[src/rtl/core/rrpst_pkg.sv]
package rrpst_pkg;

    // request kinds carried in the input tuser
    localparam logic [1:0] KIND_ADD     = 2'd0;
    localparam logic [1:0] KIND_REMOVE  = 2'd1;
    localparam logic [1:0] KIND_REPLACE = 2'd2;
    localparam logic [1:0] KIND_TICK    = 2'd3;

    // result causes carried in the output tuser
    localparam logic [1:0] CAUSE_FIRST    = 2'd0;
    localparam logic [1:0] CAUSE_EMPTIED  = 2'd1;
    localparam logic [1:0] CAUSE_ROTATION = 2'd2;
    localparam logic [1:0] CAUSE_OVERFLOW = 2'd3;

    // commands from the controller to the datapath
    typedef struct packed {
        logic load;
        logic add_step;
        logic rm_step;
        logic tick_step;
        logic out_load;
    } t_dp_cmd;

    // status from the datapath to the controller
    typedef struct packed {
        logic [1:0] kind;
        logic       page_zero;
        logic       copies_zero;
        logic       table_empty;
        logic       scan_last;
        logic       rscan_done;
        logic       tick_hit;
        logic       res_valid;
    } t_dp_sts;

endpackage

[src/rtl/core/rrpst_ctrl.sv]
module rrpst_ctrl (
    input  logic               i_clk,
    input  logic               i_rst_n,
    input  logic               i_in_valid,
    output logic               o_in_ready,
    input  logic               i_out_busy,
    input  rrpst_pkg::t_dp_sts i_sts,
    output rrpst_pkg::t_dp_cmd o_cmd
);

    localparam logic [2:0] ST_IDLE  = 3'd0;
    localparam logic [2:0] ST_DISP  = 3'd1;
    localparam logic [2:0] ST_ADD   = 3'd2;
    localparam logic [2:0] ST_RSCAN = 3'd3;
    localparam logic [2:0] ST_TSCAN = 3'd4;
    localparam logic [2:0] ST_DONE  = 3'd5;

    logic [2:0] r_state;
    logic [2:0] n_state;

    // state register
    always_ff @(posedge i_clk) begin
        if (!i_rst_n) begin
            r_state <= ST_IDLE;
        end else begin
            r_state <= n_state;
        end
    end

    // next state and commands
    always_comb begin
        n_state    = r_state;
        o_cmd      = '0;
        o_in_ready = 1'b0;
        case (r_state)
            ST_IDLE: begin
                o_in_ready = 1'b1;
                if (i_in_valid) begin
                    o_cmd.load = 1'b1;
                    n_state    = ST_DISP;
                end
            end
            ST_DISP: begin
                case (i_sts.kind)
                    rrpst_pkg::KIND_ADD: begin
                        n_state = (i_sts.page_zero || i_sts.copies_zero) ? ST_IDLE : ST_ADD;
                    end
                    rrpst_pkg::KIND_REMOVE, rrpst_pkg::KIND_REPLACE: begin
                        n_state = i_sts.page_zero ? ST_IDLE : ST_RSCAN;
                    end
                    default: begin
                        n_state = i_sts.table_empty ? ST_IDLE : ST_TSCAN;
                    end
                endcase
            end
            ST_ADD: begin
                o_cmd.add_step = 1'b1;
                if (i_sts.scan_last) begin
                    n_state = ST_DONE;
                end
            end
            ST_RSCAN: begin
                if (i_sts.rscan_done) begin
                    n_state = ST_DONE;
                end else begin
                    o_cmd.rm_step = 1'b1;
                end
            end
            ST_TSCAN: begin
                o_cmd.tick_step = 1'b1;
                if (i_sts.tick_hit) begin
                    n_state = ST_DONE;
                end
            end
            ST_DONE: begin
                if (!i_sts.res_valid) begin
                    n_state = ST_IDLE;
                end else if (!i_out_busy) begin
                    o_cmd.out_load = 1'b1;
                    n_state        = ST_IDLE;
                end
            end
            default: begin
                n_state = ST_IDLE;
            end
        endcase
    end

endmodule

[src/rtl/core/rrpst_datapath.sv]
module rrpst_datapath #(
    parameter int QUEUE_SLOTS = 10
) (
    input  logic               i_clk,
    input  logic               i_rst_n,
    input  rrpst_pkg::t_dp_cmd i_cmd,
    input  logic [1:0]         i_kind,
    input  logic [7:0]         i_page_id,
    input  logic [63:0]        i_page_payload,
    input  logic [4:0]         i_copy_count,
    output rrpst_pkg::t_dp_sts o_sts,
    output logic [63:0]        o_res_payload,
    output logic [1:0]         o_res_cause,
    output logic               o_res_overflow
);

    localparam int IW = (QUEUE_SLOTS > 1) ? $clog2(QUEUE_SLOTS) : 1;
    localparam int CW = $clog2(QUEUE_SLOTS + 1);
    localparam logic [IW-1:0] LastIdx = IW'(QUEUE_SLOTS - 1);

    // slot stores
    logic [7:0]  r_tag_mem  [QUEUE_SLOTS];
    logic [63:0] r_data_mem [QUEUE_SLOTS];
    logic [QUEUE_SLOTS-1:0] r_valid;

    // request capture
    logic [1:0]  r_kind;
    logic [7:0]  r_page;
    logic [63:0] r_payload;
    logic [4:0]  r_remain;
    logic        r_was_empty;
    logic        r_placed;
    logic        r_removed;

    // scan state
    logic [IW-1:0] r_idx;
    logic [IW-1:0] r_idx_q;
    logic          r_pend;
    logic          r_rd_done;
    logic [7:0]    r_tag_q;
    logic [63:0]   r_rd_data;
    logic [IW-1:0] r_cursor;
    logic [CW-1:0] r_count;

    logic [IW-1:0] w_idx_inc;
    logic [IW-1:0] w_cursor_next;
    logic          w_add_wr;
    logic          w_match;
    logic          w_rm_clr;
    logic          w_rp_wr;
    logic          w_res_valid;

    assign w_idx_inc     = (r_idx == LastIdx) ? '0 : r_idx + IW'(1);
    assign w_cursor_next = (r_cursor == LastIdx) ? '0 : r_cursor + IW'(1);
    assign w_add_wr      = i_cmd.add_step && !r_valid[r_idx] && (r_remain != 5'd0);
    assign w_match       = r_pend && r_valid[r_idx_q] && (r_tag_q == r_page);
    assign w_rm_clr      = i_cmd.rm_step && w_match && (r_kind == rrpst_pkg::KIND_REMOVE);
    assign w_rp_wr       = i_cmd.rm_step && w_match && (r_kind == rrpst_pkg::KIND_REPLACE);

    // tag and payload memories, registered reads at the scan index
    always_ff @(posedge i_clk) begin
        if (w_add_wr) begin
            r_tag_mem[r_idx] <= r_page;
        end
        if (w_add_wr) begin
            r_data_mem[r_idx] <= r_payload;
        end else if (w_rp_wr) begin
            r_data_mem[r_idx_q] <= r_payload;
        end
        r_tag_q   <= r_tag_mem[r_idx];
        r_rd_data <= r_data_mem[r_idx];
    end

    // request capture
    always_ff @(posedge i_clk) begin
        if (i_cmd.load) begin
            r_page    <= i_page_id;
            r_payload <= i_page_payload;
        end
        if (i_cmd.rm_step) begin
            r_idx_q <= r_idx;
        end
    end

    // occupancy, cursor and scan control
    always_ff @(posedge i_clk) begin
        if (!i_rst_n) begin
            r_valid     <= '0;
            r_count     <= '0;
            r_cursor    <= '0;
            r_idx       <= '0;
            r_pend      <= 1'b0;
            r_rd_done   <= 1'b0;
            r_kind      <= rrpst_pkg::KIND_ADD;
            r_remain    <= '0;
            r_was_empty <= 1'b0;
            r_placed    <= 1'b0;
            r_removed   <= 1'b0;
        end else begin
            if (i_cmd.load) begin
                r_kind      <= i_kind;
                r_remain    <= i_copy_count;
                r_was_empty <= (r_count == '0);
                r_placed    <= 1'b0;
                r_removed   <= 1'b0;
                r_pend      <= 1'b0;
                r_rd_done   <= 1'b0;
                r_idx       <= (i_kind == rrpst_pkg::KIND_TICK) ? w_cursor_next : '0;
            end
            // add: fill lowest free slots, one slot per cycle
            if (i_cmd.add_step) begin
                r_idx <= w_idx_inc;
                if (w_add_wr) begin
                    r_valid[r_idx] <= 1'b1;
                    r_count        <= r_count + CW'(1);
                    r_remain       <= r_remain - 5'd1;
                    r_placed       <= 1'b1;
                end
            end
            // remove and replace: read ahead one slot, compare the previous one
            if (i_cmd.rm_step) begin
                if (!r_rd_done) begin
                    r_idx     <= w_idx_inc;
                    r_rd_done <= (r_idx == LastIdx);
                end
                r_pend <= !r_rd_done;
                if (w_rm_clr) begin
                    r_valid[r_idx_q] <= 1'b0;
                    r_count          <= r_count - CW'(1);
                    r_removed        <= 1'b1;
                end
            end
            // tick: walk forward to the next occupied slot
            if (i_cmd.tick_step) begin
                if (r_valid[r_idx]) begin
                    r_cursor <= r_idx;
                end else begin
                    r_idx <= w_idx_inc;
                end
            end
        end
    end

    // status to the controller
    assign o_sts.kind        = r_kind;
    assign o_sts.page_zero   = (r_page == 8'd0);
    assign o_sts.copies_zero = (r_remain == 5'd0);
    assign o_sts.table_empty = (r_count == '0);
    assign o_sts.scan_last   = (r_idx == LastIdx);
    assign o_sts.rscan_done  = r_rd_done && !r_pend;
    assign o_sts.tick_hit    = r_valid[r_idx];
    assign o_sts.res_valid   = w_res_valid;

    // result of the finished request
    always_comb begin
        o_res_payload  = 64'd0;
        o_res_cause    = rrpst_pkg::CAUSE_FIRST;
        o_res_overflow = 1'b0;
        w_res_valid    = 1'b0;
        case (r_kind)
            rrpst_pkg::KIND_ADD: begin
                o_res_overflow = (r_remain != 5'd0);
                if (r_was_empty && r_placed) begin
                    o_res_payload = r_payload;
                    o_res_cause   = rrpst_pkg::CAUSE_FIRST;
                    w_res_valid   = 1'b1;
                end else begin
                    o_res_cause = rrpst_pkg::CAUSE_OVERFLOW;
                    w_res_valid = (r_remain != 5'd0);
                end
            end
            rrpst_pkg::KIND_REMOVE: begin
                o_res_cause = rrpst_pkg::CAUSE_EMPTIED;
                w_res_valid = r_removed && (r_count == '0);
            end
            rrpst_pkg::KIND_REPLACE: begin
                w_res_valid = 1'b0;
            end
            default: begin
                o_res_payload = r_rd_data;
                o_res_cause   = rrpst_pkg::CAUSE_ROTATION;
                w_res_valid   = 1'b1;
            end
        endcase
    end

endmodule

[src/rtl/core/round_robin_page_slot_table.sv]
// Round-robin page slot table: QUEUE_SLOTS slots of (page tag, 64-bit payload) with a
// rotation cursor. One request is worked at a time; the slot scan in the datapath visits
// one slot per clock. Add scans every slot; remove and replace scan every slot with the
// tag memory read running one slot ahead of the compare; a rotation tick walks forward
// to the next occupied slot. Each of these ends in a done state that hands any result to
// the output register; that state is held for as long as an earlier result still waits
// there untaken. Requests that are ignored (page 0, zero copies, tick on an empty table)
// go back to idle from the dispatch state. A result waits in the output register while
// the next request is taken. The slot tags are qualified by reset-cleared occupancy bits,
// so no clearing pass is needed after reset.
module round_robin_page_slot_table #(
    parameter int QUEUE_SLOTS = 10
) (
    input  logic        i_clk,
    input  logic        i_rst_n,
    input  logic        s_axis_tvalid,
    output logic        s_axis_tready,
    input  logic [79:0] s_axis_tdata,  // page_id[7:0], page_payload[71:8], copy_count[76:72]
    input  logic [1:0]  s_axis_tuser,  // kind[1:0]
    output logic        m_axis_tvalid,
    input  logic        m_axis_tready,
    output logic [63:0] m_axis_tdata,  // broadcast_payload[63:0]
    output logic [2:0]  m_axis_tuser   // cause[1:0], overflow[2]
);

    rrpst_pkg::t_dp_cmd w_cmd;
    rrpst_pkg::t_dp_sts w_sts;
    logic [63:0] w_res_payload;
    logic [1:0]  w_res_cause;
    logic        w_res_overflow;
    logic        w_out_busy;

    logic        r_out_valid;
    logic [63:0] r_out_payload;
    logic [1:0]  r_out_cause;
    logic        r_out_overflow;

    assign w_out_busy = r_out_valid && !m_axis_tready;

    // controller
    rrpst_ctrl u_ctrl (
        .i_clk      (i_clk),
        .i_rst_n    (i_rst_n),
        .i_in_valid (s_axis_tvalid),
        .o_in_ready (s_axis_tready),
        .i_out_busy (w_out_busy),
        .i_sts      (w_sts),
        .o_cmd      (w_cmd)
    );

    // slot stores and scan datapath
    rrpst_datapath #(
        .QUEUE_SLOTS (QUEUE_SLOTS)
    ) u_datapath (
        .i_clk          (i_clk),
        .i_rst_n        (i_rst_n),
        .i_cmd          (w_cmd),
        .i_kind         (s_axis_tuser),
        .i_page_id      (s_axis_tdata[7:0]),
        .i_page_payload (s_axis_tdata[71:8]),
        .i_copy_count   (s_axis_tdata[76:72]),
        .o_sts          (w_sts),
        .o_res_payload  (w_res_payload),
        .o_res_cause    (w_res_cause),
        .o_res_overflow (w_res_overflow)
    );

    // output register valid
    always_ff @(posedge i_clk) begin
        if (!i_rst_n) begin
            r_out_valid <= 1'b0;
        end else if (w_cmd.out_load) begin
            r_out_valid <= 1'b1;
        end else if (m_axis_tready) begin
            r_out_valid <= 1'b0;
        end
    end

    // output register payload
    always_ff @(posedge i_clk) begin
        if (w_cmd.out_load) begin
            r_out_payload  <= w_res_payload;
            r_out_cause    <= w_res_cause;
            r_out_overflow <= w_res_overflow;
        end
    end

    assign m_axis_tvalid = r_out_valid;
    assign m_axis_tdata  = r_out_payload;
    assign m_axis_tuser  = {r_out_overflow, r_out_cause};

    // a pending result is never overwritten
    a_no_overwrite : assert property (@(posedge i_clk) disable iff (!i_rst_n)
        w_cmd.out_load |-> !w_out_busy)
        else $error("result loaded over a pending transfer");

    // a result is loaded only when the finished request has one
    a_load_has_result : assert property (@(posedge i_clk) disable iff (!i_rst_n)
        w_cmd.out_load |-> w_sts.res_valid)
        else $error("result loaded for a request without one");

    // the block is busy right after accepting a request
    a_busy_after_accept : assert property (@(posedge i_clk) disable iff (!i_rst_n)
        (s_axis_tvalid && s_axis_tready) |=> !s_axis_tready)
        else $error("request accepted while another is in progress");

    // overflow-only results carry a zero payload and the overflow flag
    a_overflow_result : assert property (@(posedge i_clk) disable iff (!i_rst_n)
        (r_out_valid && (r_out_cause == rrpst_pkg::CAUSE_OVERFLOW))
            |-> (r_out_overflow && (r_out_payload == 64'd0)))
        else $error("overflow result malformed");

endmodule

[config.mk]
export PLATFORM = sky130hd
export DESIGN_NAME = round_robin_page_slot_table
export DESIGN_NICKNAME = d
export VERILOG_FILES = /design/src/rtl/core/rrpst_pkg.sv /design/src/rtl/core/rrpst_ctrl.sv /design/src/rtl/core/rrpst_datapath.sv /design/src/rtl/core/round_robin_page_slot_table.sv
export SDC_FILE = /design/constraint.sdc
export NUM_CORES = 1
export LEC_CHECK = 0
export ABC_AREA = 1
export ABC_CLOCK_PERIOD_IN_PS = 5910
export BUFFER_PORTS_ARGS = -buffer_cell sky130_fd_sc_hd__buf_4
export CAP_MARGIN = 30
export CORE_MARGIN = 2
export CORE_UTILIZATION = 30
export DETAILED_ROUTE_END_ITERATION = 8
export GPL_TIMING_DRIVEN = 0
export RECOVER_POWER = 50
export SYNTH_ARGS = -nofsm -noshare
export SYNTH_HDL_FRONTEND = slang
export SYNTH_SLANG_ARGS = --single-unit
[constraint.sdc]
create_clock -name i_clk -period 5.91 [get_ports i_clk]
set_input_delay 1.182 -clock i_clk [delete_from_list [all_inputs] [get_ports i_clk]]
set_output_delay 1.182 -clock i_clk [all_outputs]
set_load 0.1 [all_outputs]
==> impl_metrics.tcl, run 1 <==
set metrics [dict create \
    skew_ns 0.0267 \
    synth_seq_cells 973 \
    hold_path_depth 2 \
    die-area_um2 122000 \
    yosysWarnings 0 \
    fin_hold_ws_ns 0.471 \
    rows 126 \
    num-fill-cells 11077 \
    p_per_area_nw_per_um2 444 \
    vias 21371 \
    synth_seq_area_share_pct 78.8 \
    ys_types 33 \
    die_w_um 349 \
    layout_commonest_cell "edfxtp_1" \
    drive_above_1_share_pct 11.6 \
    globalRoute.totalOverflow 0 \
    clkSinkCount 973 \
    cp_max_fo 25 \
    finalNetCount 2833 \
    utilization_pct 36.1 \
    setup_viol 0 \
    clock_latency_ns 0.68 \
    cts_hold_buffers 0 \
    core_area_um2 118000 \
    ir_worst_vdd_uv 279 \
    hold_viol 0 \
    pre_cts_slack_ns 1.91 \
    drc_errors 0 \
    cts_resized 0 \
    final_cell_mix "863 x edfxtp_1, 288 x a22oi_1, 220 x nor2_1, 194 x nand2_1, 173 x a21oi_1" \
    max_freq_mhz 239 \
    yosys.area.top_type "edfxtp_1" \
    min_period_over_period_pct 70.8 \
    avgSynthCellArea_um2 14.6 \
    gp_congestion 0.820 \
    crit_type "reg2reg" \
    routed_wl_um 97200 \
    worstPathArrival_ns 4.54 \
    synthArstFlopShare_pct 0 \
    post-cts-setup-buffers 0 \
    r2r_cells 9 \
    maxSlewHeadroom_pct -71.3 \
    initial_core_util_pct 30.2 \
    cp-start-kind "flip-flop" \
    routed_via_density 4.90 \
    cts_buffers 99 \
    fin_cells 4358 \
    antenna_found_initial 3 \
    status "finished with violations" \
    first_global_vias 20727 \
    leakage_nw 14.2 \
    cap_viol_max_count 2 \
    ant_nets 0 \
    io-pin-count 155 \
    crit_start "u_datapath.r_idx[0]" \
    cts.clk_slew.worst_paths_ns 0.06 \
    dr.pass1.iters 5 \
    endpoint_kind "flip-flop" \
    placed_cells 4169 \
    rsz0062_at_grt "no" \
    r2r-end "u_datapath.r_data_mem[1][27]" \
    diodes 0 \
    postSynthCellCount 2446 \
    netlist_area_um2 35700 \
    min_from "u_datapath.r_removed" \
    worst_pin_slew_ns 2.57 \
    post-route-min-period_ns 4.18 \
    grt_pass1_wl_um 140000 \
    r2r-start "u_datapath.r_idx[0]" \
    worst_slack_ns 1.73 \
    cts_root_buf "clkbuf_16" \
    synth_area_leaders "edfxtp_1 73%, dfxtp_1 6.2%, a22oi_1 6.1%" \
    dp_hpwl_um 62300 \
    cts_tree "done" \
    report.final.slew_viol_count 52 \
    die_h_um 349 \
    io_buffers 151 \
    drt-initial-drc-count 2324 \
    grt_max_degree 46 \
    routedWlPerCell_um 22.3 \
    syn_nets 2542 \
    cts_buffer_depth 3 \
    synth_ff_type "edfxtp_1" \
    grt_use_total_pct 15.6 \
    synth-edff-count 863 \
    worstHoldEndpoint "u_datapath.r_removed" \
    area_growth_pct 19.3 \
    h-tree-depth 3 \
    violations "capacitance limit, slew limit" \
    synth_top_area_share_pct 72.6 \
    r2r_slack_ns 1.73 \
    hp-class "reg2reg" \
    cp.required_ns 6.27 \
]
## cell type report
class / count / area (um2) / share of cell area, %
tap: 1536 / 1920 / 4.51
buffer: 128 / 528 / 1.24
sequential: 973 / 28100 / 66.0
clock buffer: 132 / 2750 / 6.46
inverter: 135 / 507 / 1.19
clock inverter: 54 / 583 / 1.37
multi-input combinational: 1210 / 6610 / 15.5
timing repair buffer: 190 / 1570 / 3.68
## power breakdown
group          switching [mW]  internal, mW
registers               0.508          8.38
logic                    2.55          1.11
clock network            2.64          3.72
## worst max-delay path, stage by stage, from the launching register on
cell      delay, ns
dfxtp_1        0.40
clkbuf_1       0.31
clkbuf_1       0.72
clkbuf_1       0.67
nand2_1        0.11
nand2_1        0.13
nand3_1        0.27
nor2_4         0.70
buf_12         0.28
buf_12         0.23
## state kept, by name (all words and copies together), names as in the netlist, 8 cells and up
| signal | cells |
|---|---|
| m_axis_tdata | 64 |
| u_datapath.r_data_mem | 640 |
| u_datapath.r_page | 8 |
| u_datapath.r_payload | 64 |
| u_datapath.r_rd_data | 64 |
| u_datapath.r_tag_mem | 80 |
| u_datapath.r_tag_q | 8 |
| u_datapath.r_valid | 10 |
## Yosys cell counts (25+ instances only)
library cell	n
nand2_1	194
o21ai_0	88
clkbuf_1	81
a21oi_1	173
buf_2	25
nor2_1	228
edfxtp_1	863
dfxtp_1	110
inv_1	131
a22oi_1	288
or3_1	72
nor3_1	82
## worst max-delay path by stage
stage / endpoint / slack [ns] / cells after the start
6_report: u_datapath.r_data_mem[1][27] / 1.73 / 9
5_1_grt: u_datapath.r_data_mem[1][35] / 1.58 / 9
3_3_place_gp: u_datapath.r_data_mem[5][27] / -2.62 / 7
2_1_floorplan: u_datapath.r_data_mem[0][0] / 1.21 / 10
4_1_cts: u_datapath.r_data_mem[1][32] / 1.89 / 9
3_5_place_dp: u_datapath.r_data_mem[1][36] / 1.91 / 9
## logic make-up after synthesis
family / synth area share (%)
simple gates: 7.70
buf+inv: 2.92
compound gates: 10.1
flops: 78.8
fa+ha+maj: 0.350
xor+xnor: 0.196
## layer usage
metal  share of wire [%]  wire length (um)  up-vias  track usage (%)
li1                    -                 -     9757                -
met1                  43             42100    10617             21.2
met2                  46             44900      848             24.9
met3                 7.6              7400      147             3.08
met4                 2.9              2840        2             5.59
met5               0.012                12        -                0
## per-stage QoR
step                total power, mW  area (um2)  setup TNS [ns]
floorplan                      11.2       35700               0
CTS                            19.1       42900               0
finish                         18.9       42600               0
detailed placement             12.7       39600               0
global route                   19.7       42600               0
global placement               12.6       38800        -1592.97
Note: power is estimated with default switching activity, not from simulation.
==> run 2, diff against run 1 <==
--- a/config.mk
+++ b/config.mk
@@ -6,7 +6,7 @@
 export NUM_CORES = 1
 export LEC_CHECK = 0
 export ABC_AREA = 1
-export ABC_CLOCK_PERIOD_IN_PS = 5910
+export ABC_CLOCK_PERIOD_IN_PS = 3600
 export BUFFER_PORTS_ARGS = -buffer_cell sky130_fd_sc_hd__buf_4
 export CAP_MARGIN = 30
 export CORE_MARGIN = 2
==> constraint.sdc (replaced) <==
create_clock -name i_clk -period 3.6 [get_ports i_clk]
set_input_delay 0.72 -clock i_clk [delete_from_list [all_inputs] [get_ports i_clk]]
set_output_delay 0.72 -clock i_clk [all_outputs]
set_load 0.1 [all_outputs]
==> run 2 against run 1 <==
Compared with the run above:
- clock-buffer cell count shrank 3
- critical path type unchanged
- final area down 0.21%
- routed wire length increased by 0.43%
- largest power group unchanged
- the flow now finishes without violations
- clock skew is essentially flat
- fmax is 20% higher
- critical endpoint is now m_axis_tdata[48]
- critical path depth down 3
- combinational power rose by 64%
==> impl_metrics.tcl, run 2 (synthesis results as in run 1) <==
set metrics [dict create \
    status "completed" \
    p_per_area_nw_per_um2 724 \
    clkSinkCount 973 \
    largest_reg_flops 640 \
    top_regs "u_datapath.r_data_mem (640), u_datapath.r_tag_mem (80)" \
    grt_use_total_pct 15.8 \
    area_growth_pct 19.1 \
    drc_errors 0 \
    gr-usage-met3_pct 3.18 \
    busiest_layer "met2" \
    dp_hpwl_um 62300 \
    min_from "s_axis_tdata[14]" \
    setup_viol 0 \
    io-pin-count 155 \
    gp_congestion 0.836 \
    cts_buffer_depth 3 \
    h-tree-depth 3 \
    layout_commonest_cell "edfxtp_1" \
    cp.required_ns 3.89 \
    crit_start "u_datapath.r_kind[0]" \
    first_global_vias 21031 \
    cap_viol_max_count 0 \
    cts_buffers 95 \
    worst_pin_slew_ns 1.31 \
    grt_pass1_wl_um 141000 \
    final_cell_mix "863 x edfxtp_1, 288 x a22oi_1, 216 x nor2_1, 200 x clkbuf_1, 192 x nand2_1" \
    cts_tree "done" \
    max_freq_mhz 287 \
    die_w_um 349 \
    globalRoute.totalOverflow 0 \
    maxSlewHeadroom_pct 13.1 \
    gr-usage-met1_pct 21.1 \
    report.final.slew_viol_count 0 \
    worstPathArrival_ns 3.76 \
    skew_ns 0.0264 \
    ant_nets 0 \
    finalPower_mw 30.8 \
    r2r-start "u_datapath.r_kind[0]" \
    finalNetCount 2838 \
    pre_cts_slack_ns -0.179 \
    leakage_nw 14.1 \
    die-area_um2 122000 \
    fin_cells 4362 \
    routed_wl_um 97600 \
    grt_max_degree 46 \
    crit_type "reg2reg" \
    rsz0062_at_grt "yes" \
    drt-initial-drc-count 2405 \
    core_area_um2 118000 \
    antenna_found_initial 3 \
    met2_usage_pct 25.1 \
    hp-class "in2reg" \
    dpl_cell_area_um2 39600 \
    rows 126 \
    fin_tns_setup_ns 0 \
    cp-start-kind "flip-flop" \
    min_period_over_period_pct 96.6 \
    ir_worst_vdd_uv 398 \
    drive_above_1_share_pct 11.0 \
    placed_cells 4172 \
    io_buffers 151 \
    num-fill-cells 11140 \
    cts.clk_slew.worst_paths_ns 0.06 \
    initial_core_util_pct 30.2 \
    hold_viol 0 \
    routedWlPerCell_um 22.4 \
    worst_slack_ns 0.121 \
    die_h_um 349 \
    dr.pass1.iters 5 \
    endpoint_kind "flip-flop" \
    routed_via_density 4.94 \
    clock_latency_ns 0.67 \
    vias 21542 \
    top_register "u_datapath.r_data_mem" \
    cp_max_fo 10 \
    post-route-min-period_ns 3.48 \
    cts_root_buf "clkbuf_16" \
    fin_area_um2 42500 \
]
run 2: final timing paths:
check | end | slack (ns) | cells after the start
setup / recovery | m_axis_tdata[48] | 0.12 | 6
hold / removal | u_datapath.r_payload[6] | 0.25 | 1
setup reg to reg | m_axis_tdata[48] | 0.12 | 6
hold reg to reg | u_datapath.r_removed | 0.47 | 2
run 2: area by class of cell:
cell class,instances,area (um2),area share (%)
sequential,973,28100,66.2
multi-input combinational,1211,6660,15.7
clock buffer,129,2670,6.28
tap,1536,1920,4.52
timing repair buffer,199,1560,3.66
clock inverter,51,543,1.28
buffer,127,529,1.25
inverter,135,507,1.19
antenna,1,2.50,0.00589
run 2: critical path: stages, from the launching register on:
cell and delay, ns:
dfxtp_1 0.39, ha_1 0.31, inv_1 0.16, nand4_1 0.20, clkbuf_1 0.78, clkbuf_1 0.78
o21ai_0 0.48
run 2: stage by stage:
step	util (%)	hold slack, ns
after floorplan	-	0.409
after global placement	32.8	0.447
after detailed placement	33.5	0.464
after CTS	36.3	0.189
after global routing	36.0	0.234
final	36.0	0.251
run 2: per-layer routing:
metal  up-vias  routed length, um
li1       9778                  -
met1     10785              41500
met2       825              45200
met3       152               7600
met4         2               3380
met5         -                 20
run 2: power by group:
part	internal (mW)	switching, mW
combinational	1.82	4.18
sequential	13.8	0.848
clock	5.87	4.29
total	21.5	9.32
run 2: repair_timing:
item                       4_1_cts  5_1_grt
gates resized for setup          1        4
setup buffers                    3        6
gates cloned                     1        0
hold buffers                     0        0
pin swaps                        3        2
setup endpoints to repair      249      174
